### src/hw/rtl/mse_pkg.sv
// Shared constants and types for the merge sort engine.
// No dependencies; used by mse_merge, mse_ram and merge_sort_engine.
package mse_pkg;

  localparam int DATA_W        = 32;
  localparam int MAX_ITEMS_DEF = 64;

  // status from the merge unit to the top-level sequencer
  typedef struct packed {
    logic done;      // merge finished this cycle, also when a set needs no pass
    logic res_in_b;  // sorted set ends up in buffer B
    logic src_in_b;  // current pass reads buffer B and writes buffer A
    logic wr_en;     // merged element written this cycle
  } mse_merge_stat_t;

endpackage

### src/hw/rtl/mse_ram.sv
// Simple dual-read, single-write RAM with registered read data.
// Depends on mse_pkg for the data width.
module mse_ram #(
  parameter int DEPTH = mse_pkg::MAX_ITEMS_DEF
) (
  input  logic                         clk,
  input  logic                         we,
  input  logic [$clog2(DEPTH)-1:0]     waddr,
  input  logic [mse_pkg::DATA_W-1:0]   wdata,
  input  logic [$clog2(DEPTH)-1:0]     raddr0,
  input  logic [$clog2(DEPTH)-1:0]     raddr1,
  output logic [mse_pkg::DATA_W-1:0]   rdata0,
  output logic [mse_pkg::DATA_W-1:0]   rdata1
);

  logic [mse_pkg::DATA_W-1:0] mem [DEPTH];

  always_ff @(posedge clk) begin
    if (we) begin
      mem[waddr] <= wdata;
    end
  end

  always_ff @(posedge clk) begin
    rdata0 <= mem[raddr0];
    rdata1 <= mem[raddr1];
  end

endmodule

### config.mk
export PLATFORM = sky130hd
export DESIGN_NAME = mse_ram
export DESIGN_NICKNAME = d
export VERILOG_FILES = /design/src/hw/rtl/mse_pkg.sv /design/src/hw/rtl/mse_ram.sv
export SDC_FILE = /design/constraint.sdc
export NUM_CORES = 2
export LEC_CHECK = 0
export BUFFER_PORTS_ARGS = -buffer_cell sky130_fd_sc_hd__buf_2
export CORE_MARGIN = 4
export CORE_UTILIZATION = 40
export DETAILED_ROUTE_END_ITERATION = 7
export PLACE_DENSITY = 0.54
export SLEW_MARGIN = 20
export SYNTH_ARGS = -nofsm -noshare
export SYNTH_HDL_FRONTEND = slang
export SYNTH_SLANG_ARGS = --single-unit
export TNS_END_PERCENT = 100
### constraint.sdc
create_clock -name clk -period 6.39 [get_ports clk]
set_clock_uncertainty 0.05 [all_clocks]
set_input_delay 0.639 -clock clk [delete_from_list [all_inputs] [get_ports clk]]
set_output_delay 0.639 -clock clk [all_outputs]
set_load 0.02 [all_outputs]
==> flow_summary.ini <==
[run_status]
status = finished clean

[final_layout]
postLayoutCellArea_mm2 = 0.108
syn_to_final_growth_pct = 13.0
finalNonFillerCells = 7971
nFillCells = 19800
nets = 4655
drive_above_1_share_pct = 39.0
layout_common_cells = 2048 x edfxtp_1, 1124 x mux4_2, 227 x clkbuf_16, 204 x mux2i_1, 187 x buf_4
fin_util_pct = 45.5
final_common_cell = edfxtp_1

[cts]
cts.path.max_buffers = 3
cts.reportedPaths.clkPinSlew_ns = 0.06
hold_buffers = 0
root_buffer = clkbuf_16
post_cts_buffers = 0
clock-sinks = 2112
clk_latency_ns = 0.88
cts_resized = 0
cts_htree_levels = 4
cts_tree = done
numCtsBuffers = 224

[placed_design]
dp_hpwl_um = 186000
post_dp_cell_area_mm2 = 0.101
finalWeightedCongestion = 0.800
placed_cells = 7540
io_buffer_count = 115

[floorplan]
die_y_um = 497
coreArea_mm2 = 0.238
dieArea_mm2 = 0.247
io_pins = 116
core.rowCount = 179
initial_core_util_pct = 40.2
die_w_um = 497

[route]
drc_errors = 0
first_pass_iters = 7
antenna_left = 0
dr.first_iter.drc_count = 6382
wl_per_cell_um = 39.7
drt-vias-per-instance = 6.46
vias = 51500
routed_wl_um = 316000

[timing]
maxSlewViolCount = 0
tns_ns = 0
period_minus_slack_ns = 3.54
max_freq_mhz = 282
rsz0062_at_grt = no
hold_viol_final = 0
tightestPinTransition_ns = 1.32
relSlewSlack_pct = 12.2
finalCritPeriodShare_pct = 55.4
setup_viol = 0

[global_route]
grt_usage_pct = 25.4
antenna_found_initial = 27
gr-total-overflow = 0
grt_pass1_wl_um = 436000
first_global_vias = 52600
grt_max_degree = 95

[yosys]
syn_avg_cell_area_um2 = 21.7
syn_inst = 4412
seq_area_frac_synth_pct = 65.6
synth_ff_type = edfxtp_1
synth_nets = 4464
ys_warn_count = 0
ys_types = 38
synth_area_mm2 = 0.0957
ys_ff_latch = 2112
async_flop_share_pct = 0
synth_edf_count = 2048

[power]
p_total_mw = 30.9
p_leak_nw = 33.7
vdd.ir_drop.worst_v = 0.000255
power_density_mw_per_mm2 = 286

[setup_path]
start_kind = input port
cp.required_ns = 6.99
worstSetupPathType = input port to flip-flop
worstPathArrival_ns = 4.14
end_kind = flip-flop
critPathMaxFanout = 65

[worst_hold_path]
hp-class = input port to flip-flop

[flow_run]
drv_cap = 0
## sequential cells by signal (all words and copies together) (netlist names)
register,flops
mem,2048
rdata1,32
rdata0,32
## layout make-up
type	instances	area (µm²)	area share (%)
flip-flops and latches	2112	62800	58.1
clock inverters	122	1090	1.01
diodes	9	22.5	0.0208
well taps	3167	3960	3.66
repair buffers	312	2550	2.36
multi-input cells	1952	31700	29.3
inverters	1	3.75	0.00347
clock buffers	296	6080	5.62
## routing by layer
| layer | global-route usage, % | routed length (µm) |
|---|---|---|
| met1 | 35.5 | 128000 |
| met2 | 40.3 | 151000 |
| met3 | 5.02 | 26800 |
| met4 | 8.06 | 10300 |
| met5 | 0 | 58 |
## path summary, 6_finish.rpt
check,start,to,slack (ns),cells past startpoint
worst max-delay path,raddr1[1],rdata1[8]$_DFF_P_,2.85,7
worst min-delay path,wdata[17],mem[32][17]$_DFFE_PP_,0.27,1
worst max register to register,mem[31][15]$_DFFE_PP_,rdata1[15]$_DFF_P_,3.73,4
worst min register to register,mem[18][12]$_DFFE_PP_,rdata0[12]$_DFF_P_,0.83,5
## worst max-delay path: stages
cell and delay (ns):
buf_8 0.55, buf_4 0.45, buf_4 0.53, mux4_2 0.39
mux4_2 0.51, o22ai_1 0.62, a21oi_1 0.34
## through the flow
stage / hold WS (ns) / setup slack (ns)
finish: 0.268 / 2.85
global route: 0.220 / 2.79
CTS: 0.179 / 3.00
detailed placement: 0.809 / 2.05
global placement: 0.812 / 2.03
floorplan: 0.688 / 2.51
## report_power, final
| group | total, mW | switching [mW] | internal, mW |
|---|---|---|---|
| sequential | 15.5 | 0.112 | 15.3 |
| combinational | 2.57 | 1.55 | 1.02 |
| clock | 12.9 | 5.53 | 7.34 |
## synth_stat cells (19+ instances only)
cell         n  area (µm²)
a21oi_1     58         290
a22oi_1     85         638
buf_1       25        93.8
buf_2      121         606
buf_4       55         413
clkbuf_1   135         507
dfxtp_1     64        1280
edfxtp_1  2048       61500
mux2_2      36         405
mux2i_1    204        2040
mux4_2    1124       25300
nand2_1     93         349
nor2_1      94         353
nor2b_1     19         119
o211ai_1    27         203
o21ai_1     31         155
o22ai_1     56         350
## logic make-up after synthesis
group	count (synthesis)	synth area share (%)
DFF	2112	65.6
muxes	1364	29.0
buffers and inverters	348	1.83
AOI/OAI and AO/OA	340	2.39
and+or+nand+nor	248	1.13
No activity file was read; power rests on OpenSTA's default activity.
