File: config.mk
export PLATFORM = sky130hd
export DESIGN_NAME = mse_merge
export DESIGN_NICKNAME = d
export VERILOG_FILES = /design/src/hw/rtl/mse_pkg.sv /design/src/hw/rtl/mse_merge.sv
export SDC_FILE = /design/constraint.sdc
export NUM_CORES = 1
export LEC_CHECK = 0
export BUFFER_PORTS_ARGS = -buffer_cell sky130_fd_sc_hd__buf_2
export CAP_MARGIN = 20
export CORE_ASPECT_RATIO = 1.75
export CORE_MARGIN = 5
export CORE_UTILIZATION = 63
export CTS_BUF_LIST = sky130_fd_sc_hd__clkbuf_4 sky130_fd_sc_hd__clkbuf_8
export DETAILED_ROUTE_END_ITERATION = 8
export PLACE_DENSITY = 0.87
export SKIP_LAST_GASP = 1
export SLEW_MARGIN = 20
export SYNTH_ARGS = -nofsm -noshare
export SYNTH_HDL_FRONTEND = slang
export SYNTH_SLANG_ARGS = --single-unit
File: constraint.sdc
create_clock -name clk -period 8.75 [get_ports clk]
set_input_delay 0 -clock clk [delete_from_list [all_inputs] [get_ports clk]]
set_output_delay 0 -clock clk [all_outputs]
set_load 0.1 [all_outputs]
File: src/hw/rtl/mse_pkg.sv
// Shared constants and types for the merge sort engine.
// No dependencies; used by mse_merge, mse_ram and merge_sort_engine.
package mse_pkg;

  localparam int DATA_W        = 32;
  localparam int MAX_ITEMS_DEF = 64;

  // status from the merge unit to the top-level sequencer
  typedef struct packed {
    logic done;      // merge finished this cycle, also when a set needs no pass
    logic res_in_b;  // sorted set ends up in buffer B
    logic src_in_b;  // current pass reads buffer B and writes buffer A
    logic wr_en;     // merged element written this cycle
  } mse_merge_stat_t;

endpackage

File: src/hw/rtl/mse_merge.sv
// Bottom-up merge unit: one shared signed compare drives all passes.
// Depends on mse_pkg; reads and writes the two buffers through the top level.
module mse_merge #(
  parameter int MAX_ITEMS = mse_pkg::MAX_ITEMS_DEF
) (
  input  logic                               clk,
  input  logic                               rst_n,
  input  logic                               start_i,
  input  logic [$clog2(MAX_ITEMS+1)-1:0]     n_i,
  input  logic [mse_pkg::DATA_W-1:0]         rd_a_i,
  input  logic [mse_pkg::DATA_W-1:0]         rd_b_i,
  output logic [$clog2(MAX_ITEMS)-1:0]       rd_addr_a_o,
  output logic [$clog2(MAX_ITEMS)-1:0]       rd_addr_b_o,
  output logic [$clog2(MAX_ITEMS)-1:0]       wr_addr_o,
  output logic [mse_pkg::DATA_W-1:0]         wr_data_o,
  output mse_pkg::mse_merge_stat_t           stat_o
);

  localparam int AW = $clog2(MAX_ITEMS);
  localparam int CW = $clog2(MAX_ITEMS + 1);
  localparam int PW = CW + 2;
  localparam int SW = PW + 1;

  localparam logic [1:0] M_IDLE  = 2'd0;
  localparam logic [1:0] M_PRIME = 2'd1;
  localparam logic [1:0] M_RUN   = 2'd2;

  logic [1:0]    st_r, st_nxt;
  logic [PW-1:0] n_r, n_nxt;
  logic [PW-1:0] w_r, w_nxt;
  logic [PW-1:0] i_r, i_nxt;
  logic [PW-1:0] j_r, j_nxt;
  logic [PW-1:0] mid_r, mid_nxt;
  logic [PW-1:0] hi_r, hi_nxt;
  logic [PW-1:0] k_r, k_nxt;
  logic          src_b_r, src_b_nxt;

  logic          take_l;
  logic [PW-1:0] k1, w2, n_ext;
  logic          run_end, pass_end, all_done;
  logic [SW-1:0] s_mid, s_hi, p_hi2;
  logic [PW-1:0] r_mid, r_hi, p_mid, p_hi;
  logic          done, res_b;

  assign n_ext = PW'(n_i);
  assign take_l = (i_r < mid_r) &&
                  ((j_r >= hi_r) || ($signed(rd_a_i) <= $signed(rd_b_i)));
  assign k1       = k_r + PW'(1);
  assign w2       = {w_r[PW-2:0], 1'b0};
  assign run_end  = (k1 == hi_r);
  assign pass_end = run_end && (hi_r == n_r);
  assign all_done = pass_end && (w2 >= n_r);

  // bounds of the next run pair within this pass
  assign s_mid = {1'b0, hi_r} + {1'b0, w_r};
  assign s_hi  = {1'b0, hi_r} + {1'b0, w2};
  assign r_mid = (s_mid > {1'b0, n_r}) ? n_r : s_mid[PW-1:0];
  assign r_hi  = (s_hi  > {1'b0, n_r}) ? n_r : s_hi[PW-1:0];
  // bounds of the first run pair of the next pass
  assign p_hi2 = {w2, 1'b0};
  assign p_mid = (w2 > n_r) ? n_r : w2;
  assign p_hi  = (p_hi2 > {1'b0, n_r}) ? n_r : p_hi2[PW-1:0];

  always_comb begin
    st_nxt    = st_r;
    n_nxt     = n_r;
    w_nxt     = w_r;
    i_nxt     = i_r;
    j_nxt     = j_r;
    mid_nxt   = mid_r;
    hi_nxt    = hi_r;
    k_nxt     = k_r;
    src_b_nxt = src_b_r;
    done      = 1'b0;
    res_b     = src_b_r;
    unique case (st_r)
      M_IDLE: begin
        if (start_i) begin
          n_nxt     = n_ext;
          w_nxt     = PW'(1);
          src_b_nxt = 1'b0;
          i_nxt     = '0;
          mid_nxt   = PW'(1);
          j_nxt     = PW'(1);
          hi_nxt    = (n_ext >= PW'(2)) ? PW'(2) : n_ext;
          k_nxt     = '0;
          st_nxt    = M_PRIME;
        end
      end
      M_PRIME: begin
        // read data for the pass head lands this cycle
        if (w_r >= n_r) begin
          done   = 1'b1;
          st_nxt = M_IDLE;
        end else begin
          st_nxt = M_RUN;
        end
      end
      M_RUN: begin
        if (all_done) begin
          done   = 1'b1;
          res_b  = ~src_b_r;
          st_nxt = M_IDLE;
        end else if (pass_end) begin
          w_nxt     = w2;
          src_b_nxt = ~src_b_r;
          i_nxt     = '0;
          mid_nxt   = p_mid;
          j_nxt     = p_mid;
          hi_nxt    = p_hi;
          k_nxt     = '0;
          st_nxt    = M_PRIME;
        end else if (run_end) begin
          i_nxt   = hi_r;
          mid_nxt = r_mid;
          j_nxt   = r_mid;
          hi_nxt  = r_hi;
          k_nxt   = k1;
        end else begin
          i_nxt = take_l ? i_r + PW'(1) : i_r;
          j_nxt = take_l ? j_r : j_r + PW'(1);
          k_nxt = k1;
        end
      end
      default: st_nxt = M_IDLE;
    endcase
  end

  always_ff @(posedge clk) begin
    if (!rst_n) begin
      st_r <= M_IDLE;
    end else begin
      st_r <= st_nxt;
    end
  end

  always_ff @(posedge clk) begin
    n_r     <= n_nxt;
    w_r     <= w_nxt;
    i_r     <= i_nxt;
    j_r     <= j_nxt;
    mid_r   <= mid_nxt;
    hi_r    <= hi_nxt;
    k_r     <= k_nxt;
    src_b_r <= src_b_nxt;
  end

  // read ports follow the next head pointers so the read data is the current head
  assign rd_addr_a_o = i_nxt[AW-1:0];
  assign rd_addr_b_o = j_nxt[AW-1:0];
  assign wr_addr_o   = k_r[AW-1:0];
  assign wr_data_o   = take_l ? rd_a_i : rd_b_i;

  assign stat_o.done     = done;
  assign stat_o.res_in_b = res_b;
  assign stat_o.src_in_b = src_b_r;
  assign stat_o.wr_en    = (st_r == M_RUN);

endmodule

==> run_results.csv, run 1 <==
group,metric,value,unit
synthesis,synth-seq-cells,64,
synthesis,synth_top_area_share,21.8,%
routing,drc,0,
final_layout,nFillCells,799,
sta,slew_viol_final,0,
routing,routedWlPerCell,21.8,um
worst_setup_path,path_cells,"ha_1 -> fa_1 -> a211oi_1 -> o21bai_1 -> a21oi_1 -> xnor2_1 -> ha_1 -> nand4_1 -> nand2_1 -> nand4b_1 -> a311oi_1 -> a21o_1 -> o2111ai_1 -> o2111ai_1 -> buf_2",
run_status,outcome,"finished, final reports clean",
synthesis,synthesis.instances,759,
global_routing,grt_pass1_vias,6604,
pwr,netSwitchingFraction,45.5,%
die,num_rows,50,
sta,hold_viol_final,0,
routing,vias_per_cell,6.66,
synthesis,ys_seq_area_share,25.8,%
global_routing,grt_usage,33.1,%
job,maxCapViolCount,0,
sta,min_period_over_period,56.7,%
pwr,p_leak,3.60,nW
place,place.gp.congestion,0.984,
place,dpl.hpwl,17600,um
pwr,internal_power,0.730,mW
cts,cts_buffer_depth,2,
pwr,power_density,171,mW/mm^2
final_layout,drive_gt1_share,22.3,%
place,placed_area,0.00749,sq mm
final_layout,syn2layout_area_growth,13.3,%
pwr,p_seq_share,28.7,%
pwr,power_frac_comb,47.8,%
place,port_buffers,127,
worst_setup_path,worstPathArrival,4.96,ns
final_layout,num_antenna_cells,0,
min_path,worstHoldPathType,"in -> reg",
die,core_area,0.0107,sq mm
global_routing,grt_overflow,0,
final_layout,fin_area,0.00782,sq mm
synthesis,synth-async-reset-ratio,0,%
cts,cts.sinks,64,
worst_setup_path,crit_required,8.75,ns
die,ios,128,
final_layout,final_nets,1058,
cts,cts_root_buf,"clkbuf_8",
sta,max_freq,202,MHz
sta,fin_skew,0.0101,ns
global_routing,antenna_found_initial,0,
cts,htree_levels,3,
synthesis,synth.area.top_cells,"edfxtp_1 (22%), ha_1 (19%), mux2_2 (5.4%), inv_1 (4.1%), dfxtp_1 (4.1%)",
cts,clk_pin_slew_worst_paths,0.07,ns
die,die_h,148,um
worst_setup_path,cp-end-kind,"primary output",
synthesis,synth.distinct_cells,82,
sta,period_needed,4.96,ns
cts,cts_resized,0,
routing,vias,6738,
synthesis,synth_ff_type,"edfxtp_1",
die,die_w,89.1,um
synthesis,netlist.top_cell.by_area,"edfxtp_1",
sta,rsz0062_at_grt,"no",
die,dieArea,0.0132,sq mm
sta,slew-limit-headroom,25.9,%
worst_setup_path,critical-path-max-stage-delay,0.68,ns
global_routing,grt_max_degree,53,
pwr,p_switching,0.608,mW
pwr,clkPwrFrac,23.5,%
routing,drtAntennaViolNets,0,
cts,clk_latency,0.36,ns
sta,setup_violations,0,
worst_setup_path,path_buf_inv,1,
worst_setup_path,setup.worst_path.class,"reg -> out",
pwr,ir_drop,0.194,mV
worst_setup_path,critPathLaunchType,"register",
sta,worstMarginPinSlew,1.11,ns
routing,dr.pass1.iters,5,
cts,cts_made_buffers,9,
sta,hold_slack,0.366,ns
worst_setup_path,cp_slowest_cell,"a311oi_1",
cts,postCtsSetupRepairBufs,0,
sta,finalSetupTns,0,ns
synthesis,syn_area,0.00690,sq mm
synthesis,avgSynthCellArea,9.09,sq um
cts,cts_tree,"done",
global_routing,grt_pass1_wl,33300,um
die,start_util,64.5,%
routing,drt_iter0_drc,494,
worst_setup_path,crit_family,"compound AO/OA/AOI/OAI gates",
worst_setup_path,crit_fanout,5,
synthesis,synth-edff-count,50,
synthesis,ys_warn_count,0,
routing,wl,22100,um
==> logic make-up after synthesis <==
logic type	count (synthesis)	synth area share, %
compound gates	173	17.7
xor+xnor	37	5.82
fa+ha+maj	107	19.6
buf+inv	114	7.96
flops	64	25.8
mux	34	5.53
other cells	1	0.0543
simple gates	229	17.5
==> cells in the mapped netlist (13+ instances only) <==
cell type / number
a21o_1: 15
a21oi_1: 38
buf_4: 21
dfxtp_1: 14
edfxtp_1: 50
ha_1: 105
inv_1: 76
mux2_2: 33
nand2_1: 48
nand3_1: 32
nand4_1: 21
nor2_1: 50
nor3_1: 13
o21ai_0: 27
xnor2_1: 20
==> layout by cell type, fill, tap and decap left out, types with 5 or more instances in the layout <==
cell type	instances
dfxtp_1	14
nand2_1	48
clkbuf_8	9
o22ai_1	7
nand3_1	32
a21oi_1	38
nor3_1	13
a211oi_1	7
and4_1	5
or4_1	5
nand3b_1	5
nand4_1	21
nor2_1	50
mux2_2	33
buf_2	127
o211ai_1	8
ha_1	105
o31ai_1	5
or3_1	7
and2_1	9
nor2b_1	5
xnor2_1	20
o2111a_1	6
edfxtp_1	50
nand2b_1	5
o21ai_0	27
o2111ai_1	5
dlygate4sd3_1	9
buf_4	5
a21o_1	15
inv_1	76
a31oi_1	7
o21a_1	6
nor4_1	5
xor2_1	11
==> per-layer routing <==
metal,track usage (%),share of wire (%),vias to the layer above
met1,32.7,33,3177
met3,6.21,8.1,116
met5,0,0,-
met4,24.4,8.3,0
met2,58.9,51,387
li1,-,-,3058
==> path summary, 6_finish.rpt <==
kind,slack [ns],depth (start not counted),end,from
worst max register to register,4.36,14,j_r[6]$_DFFE_PP_,hi_r[0]$_DFFE_PP_
worst min-delay path,0.37,2,n_r[6]$_DFFE_PP_,n_i[6]
worst min register to register,0.51,2,st_r[1]$_SDFFE_PN0P_,st_r[1]$_SDFFE_PN0P_
worst max-delay path,3.79,15,rd_addr_b_o[5],hi_r[0]$_DFFE_PP_
==> flip-flops by register name (all words and copies together), names as in the netlist <==
name	count
j_r	9
src_b_r	1
n_r	7
i_r	9
w_r	9
st_r	2
k_r	9
mid_r	9
hi_r	9
==> layout make-up <==
| type | instances | area [sq um] | area share, % |
|---|---|---|---|
| tap | 130 | 163 | 2.08 |
| timing repair buffer | 141 | 763 | 9.76 |
| clock inverter | 6 | 108 | 1.38 |
| inverter | 77 | 289 | 3.70 |
| sequential | 64 | 1780 | 22.8 |
| multi-input combinational | 584 | 4580 | 58.6 |
| clock buffer | 10 | 131 | 1.68 |
==> per-stage QoR <==
stage	total power, mW	setup slack (ns)	util, %	std cells
finish	1.34	3.79	73.1	1012
global route	1.39	3.63	73.1	1012
CTS	1.33	3.91	73.1	1012
detailed placement	1.02	4.35	70.0	987
global placement	0.998	4.40	70.0	987
floorplan	0.890	4.61	-	762
==> what timing repair did <==
| action | in CTS | in global routing |
|---|---|---|
| hold buffers | 9 | 0 |
| hold endpoints to repair | 9 | 0 |
| endpoints found under the setup margin | 0 | 0 |
==> power groups by stage <==
stage | Clock, mW | Combinational (mW) | Sequential, mW
floorplan | 0 | 0.516 | 0.374
global placement | 0 | 0.610 | 0.388
detailed placement | 0 | 0.628 | 0.389
CTS | 0.316 | 0.636 | 0.383
global route | 0.331 | 0.678 | 0.385
finish | 0.315 | 0.640 | 0.384
Note: power is estimated with default switching activity, not from simulation.
==> inputs of run 2 (changes only) <==
--- a/config.mk
+++ b/config.mk
@@ -9,10 +9,10 @@
 export CAP_MARGIN = 20
 export CORE_ASPECT_RATIO = 1.75
 export CORE_MARGIN = 5
-export CORE_UTILIZATION = 63
+export CORE_UTILIZATION = 53
 export CTS_BUF_LIST = sky130_fd_sc_hd__clkbuf_4 sky130_fd_sc_hd__clkbuf_8
 export DETAILED_ROUTE_END_ITERATION = 8
-export PLACE_DENSITY = 0.87
+export PLACE_DENSITY = 0.78
 export SKIP_LAST_GASP = 1
 export SLEW_MARGIN = 20
 export SYNTH_ARGS = -nofsm -noshare
==> constraint.sdc (replaced) <==
create_clock -name clk -period 4.5 [get_ports clk]
set_input_delay 0 -clock clk [delete_from_list [all_inputs] [get_ports clk]]
set_output_delay 0 -clock clk [all_outputs]
set_load 0.1 [all_outputs]
==> run_results.csv, run 2 (synthesis gave the netlist of run 1 again) <==
group,metric,value,unit
cts,cts.sinks,64,
cts,cts_made_buffers,9,
routing,vias_per_cell,6.26,
worst_setup_path,path_cells,"ha_1 -> fa_2 -> a21o_1 -> a21oi_1 -> xnor2_1 -> ha_1 -> a21oi_1 -> nand2_1 -> a221o_1 -> a311o_2 -> o31a_1 -> a32oi_1 -> nand2_1 -> buf_2",
cts,cts_buffer_depth,2,
die,num_rows,55,
cts,cts_root_buf,"clkbuf_8",
pwr,internal_power,1.43,mW
pwr,ir_drop,0.169,mV
worst_setup_path,crit_cells,14,
worst_setup_path,path_buf_inv,1,
final_layout,num_antenna_cells,0,
place,pre_cts_ws,0.338,ns
sta,setup_violations,0,
routing,dr.pass1.iters,5,
global_routing,grt_use_met3,5.03,%
worst_setup_path,cp_slowest_cell,"edfxtp_1",
sta,worstMarginPinSlew,0.683,ns
place,dpl.hpwl,17300,um
global_routing,grt_pass1_wl,32600,um
sta,max_freq,229,MHz
pwr,p_leak,3.71,nW
final_layout,drive_gt1_share,24.8,%
cts,clk_latency,0.37,ns
die,start_util,53.6,%
die,die_h,161,um
place,place.gp.congestion,1.03,
routing,drc,0,
worst_setup_path,critical-path-max-stage-delay,0.46,ns
die,core_area,0.0129,sq mm
pwr,netSwitchingFraction,45.7,%
global_routing,met2_usage,50.5,%
place,placed_area,0.00764,sq mm
final_layout,layout_commonest_cell,"buf_2",
sta,slew-limit-headroom,53.3,%
routing,wl,21900,um
global_routing,grt_usage,27.8,%
final_layout,nFillCells,1115,
global_routing,top_usage_layer,"met2",
die,ios,128,
job,maxCapViolCount,0,
worst_setup_path,reg2regPathDepth,13,
global_routing,grt_overflow,0,
final_layout,fin_area,0.00808,sq mm
sta,period_needed,4.36,ns
pwr,power_density,327,mW/mm^2
routing,vias,6727,
worst_setup_path,crit_required,4.50,ns
run_status,outcome,"finished, final reports clean",
routing,drtAntennaViolNets,0,
global_routing,grt_max_degree,30,
final_layout,seq_area,0.00178,sq mm
routing,routedWlPerCell,20.4,um
worst_setup_path,crit_fanout,6,
min_path,min_path_cells,2,
cts,cts_tree,"done",
sta,slew_viol_final,0,
worst_setup_path,crit_family,"compound AO/OA/AOI/OAI gates",
worst_setup_path,worstPathArrival,4.36,ns
cts,clk_pin_slew_worst_paths,0.08,ns
sta,fin_skew,0.00960,ns
global_routing,antenna_found_initial,0,
pwr,p_seq_share,27.9,%
sta,min_period_over_period,97.0,%
final_layout,post-route-util,62.8,%
pwr,clkPwrFrac,24.0,%
die,die_w,96.3,um
final_layout,multiInputGateArea,0.00461,sq mm
final_layout,mostFrequentLayoutCells,"buf_2 (122), ha_1 (104), inv_1 (76), edfxtp_1 (50), nor2_1 (49)",
global_routing,grt_pass1_vias,6589,
final_layout,final_nets,1079,
min_path,worstHoldPathType,"in -> reg",
worst_setup_path,critPathLaunchType,"register",
place,port_buffers,127,
sta,hold_viol_final,0,
die,dieArea,0.0155,sq mm
final_layout,syn2layout_area_growth,17.0,%
cts,htree_levels,3,
routing,drt_iter0_drc,498,
global_routing,use_met1,26.0,%
sta,hold_slack,0.356,ns
sta,setup_ws,0.135,ns
pwr,p_switching,1.21,mW
worst_setup_path,cp-end-kind,"primary output",
pwr,power_frac_comb,48.1,%
worst_setup_path,setup.worst_path.class,"reg -> out",
## run 2: cell types whose count changed in the layout (fill, tap and decap cells not counted), sizes merged
cell	before	now
buf	132	152
clkinv	2	4
clkinvlp	1	0
## run 2: worst register-to-register path: stages (launching register included)
cell	delay (ns)
edfxtp_1	0.46
ha_1	0.29
fa_2	0.39
a21o_1	0.19
a21oi_1	0.16
xnor2_1	0.18
ha_1	0.30
a21oi_1	0.16
nand2_1	0.07
a221o_1	0.35
a311o_2	0.46
o32a_1	0.30
o21a_1	0.13
a211o_1	0.34
## run 2: worst paths after layout
check | endpoint | slack [ns] | startpoint
min reg2reg | st_r[1]$_SDFFE_PN0P_ | 0.50 | st_r[1]$_SDFFE_PN0P_
min | n_r[3]$_DFFE_PP_ | 0.36 | n_i[3]
max reg2reg | j_r[3]$_DFF_P_ | 0.59 | w_r[0]$_SDFFCE_PN1P_
max | rd_addr_b_o[4] | 0.14 | w_r[0]$_SDFFCE_PN1P_
## run 2: cell type report
cell class,count,area share (%)
clock inverters,7,1.49
inverters,77,3.58
well taps,171,2.65
flip-flops and latches,64,22.1
repair buffers,162,11.6
clock buffers,9,1.53
multi-input cells,584,57.1
## run 2: per-stage QoR
| step | cells | setup TNS (ns) | power, mW |
|---|---|---|---|
| 6_report | 1074 | 0 | 2.64 |
| 3_5_place_dp | 1041 | 0 | 1.99 |
| 4_1_cts | 1066 | 0 | 2.62 |
| 3_3_place_gp | 1041 | 0 | 1.97 |
| 5_1_grt | 1074 | -0.0174 | 2.75 |
| 2_1_floorplan | 762 | 0 | 1.73 |
## run 2: metal layers
metal | vias up | routed length (um)
met5 | - | 0
met4 | 0 | 1910
met3 | 127 | 1820
met2 | 398 | 11200
met1 | 3110 | 7010
li1 | 3092 | -
## run 2: repair_timing
item / in CTS / in global routing
setup endpoints to repair: 4 / 6
hold endpoints to repair: 9 / 0
pin swaps: 0 / 1
buffers inserted: 0 / 8
hold buffers: 9 / 0
resized for setup: 2 / 15
## run 2: power groups by stage
stage                     Sequential (mW)  Clock (mW)  Combinational, mW
final                               0.737       0.633               1.27
after detailed placement            0.747           0               1.24
after global routing                0.739       0.658               1.35
after global placement              0.747           0               1.22
after CTS                           0.734       0.631               1.25
after floorplan                     0.728           0               1.00
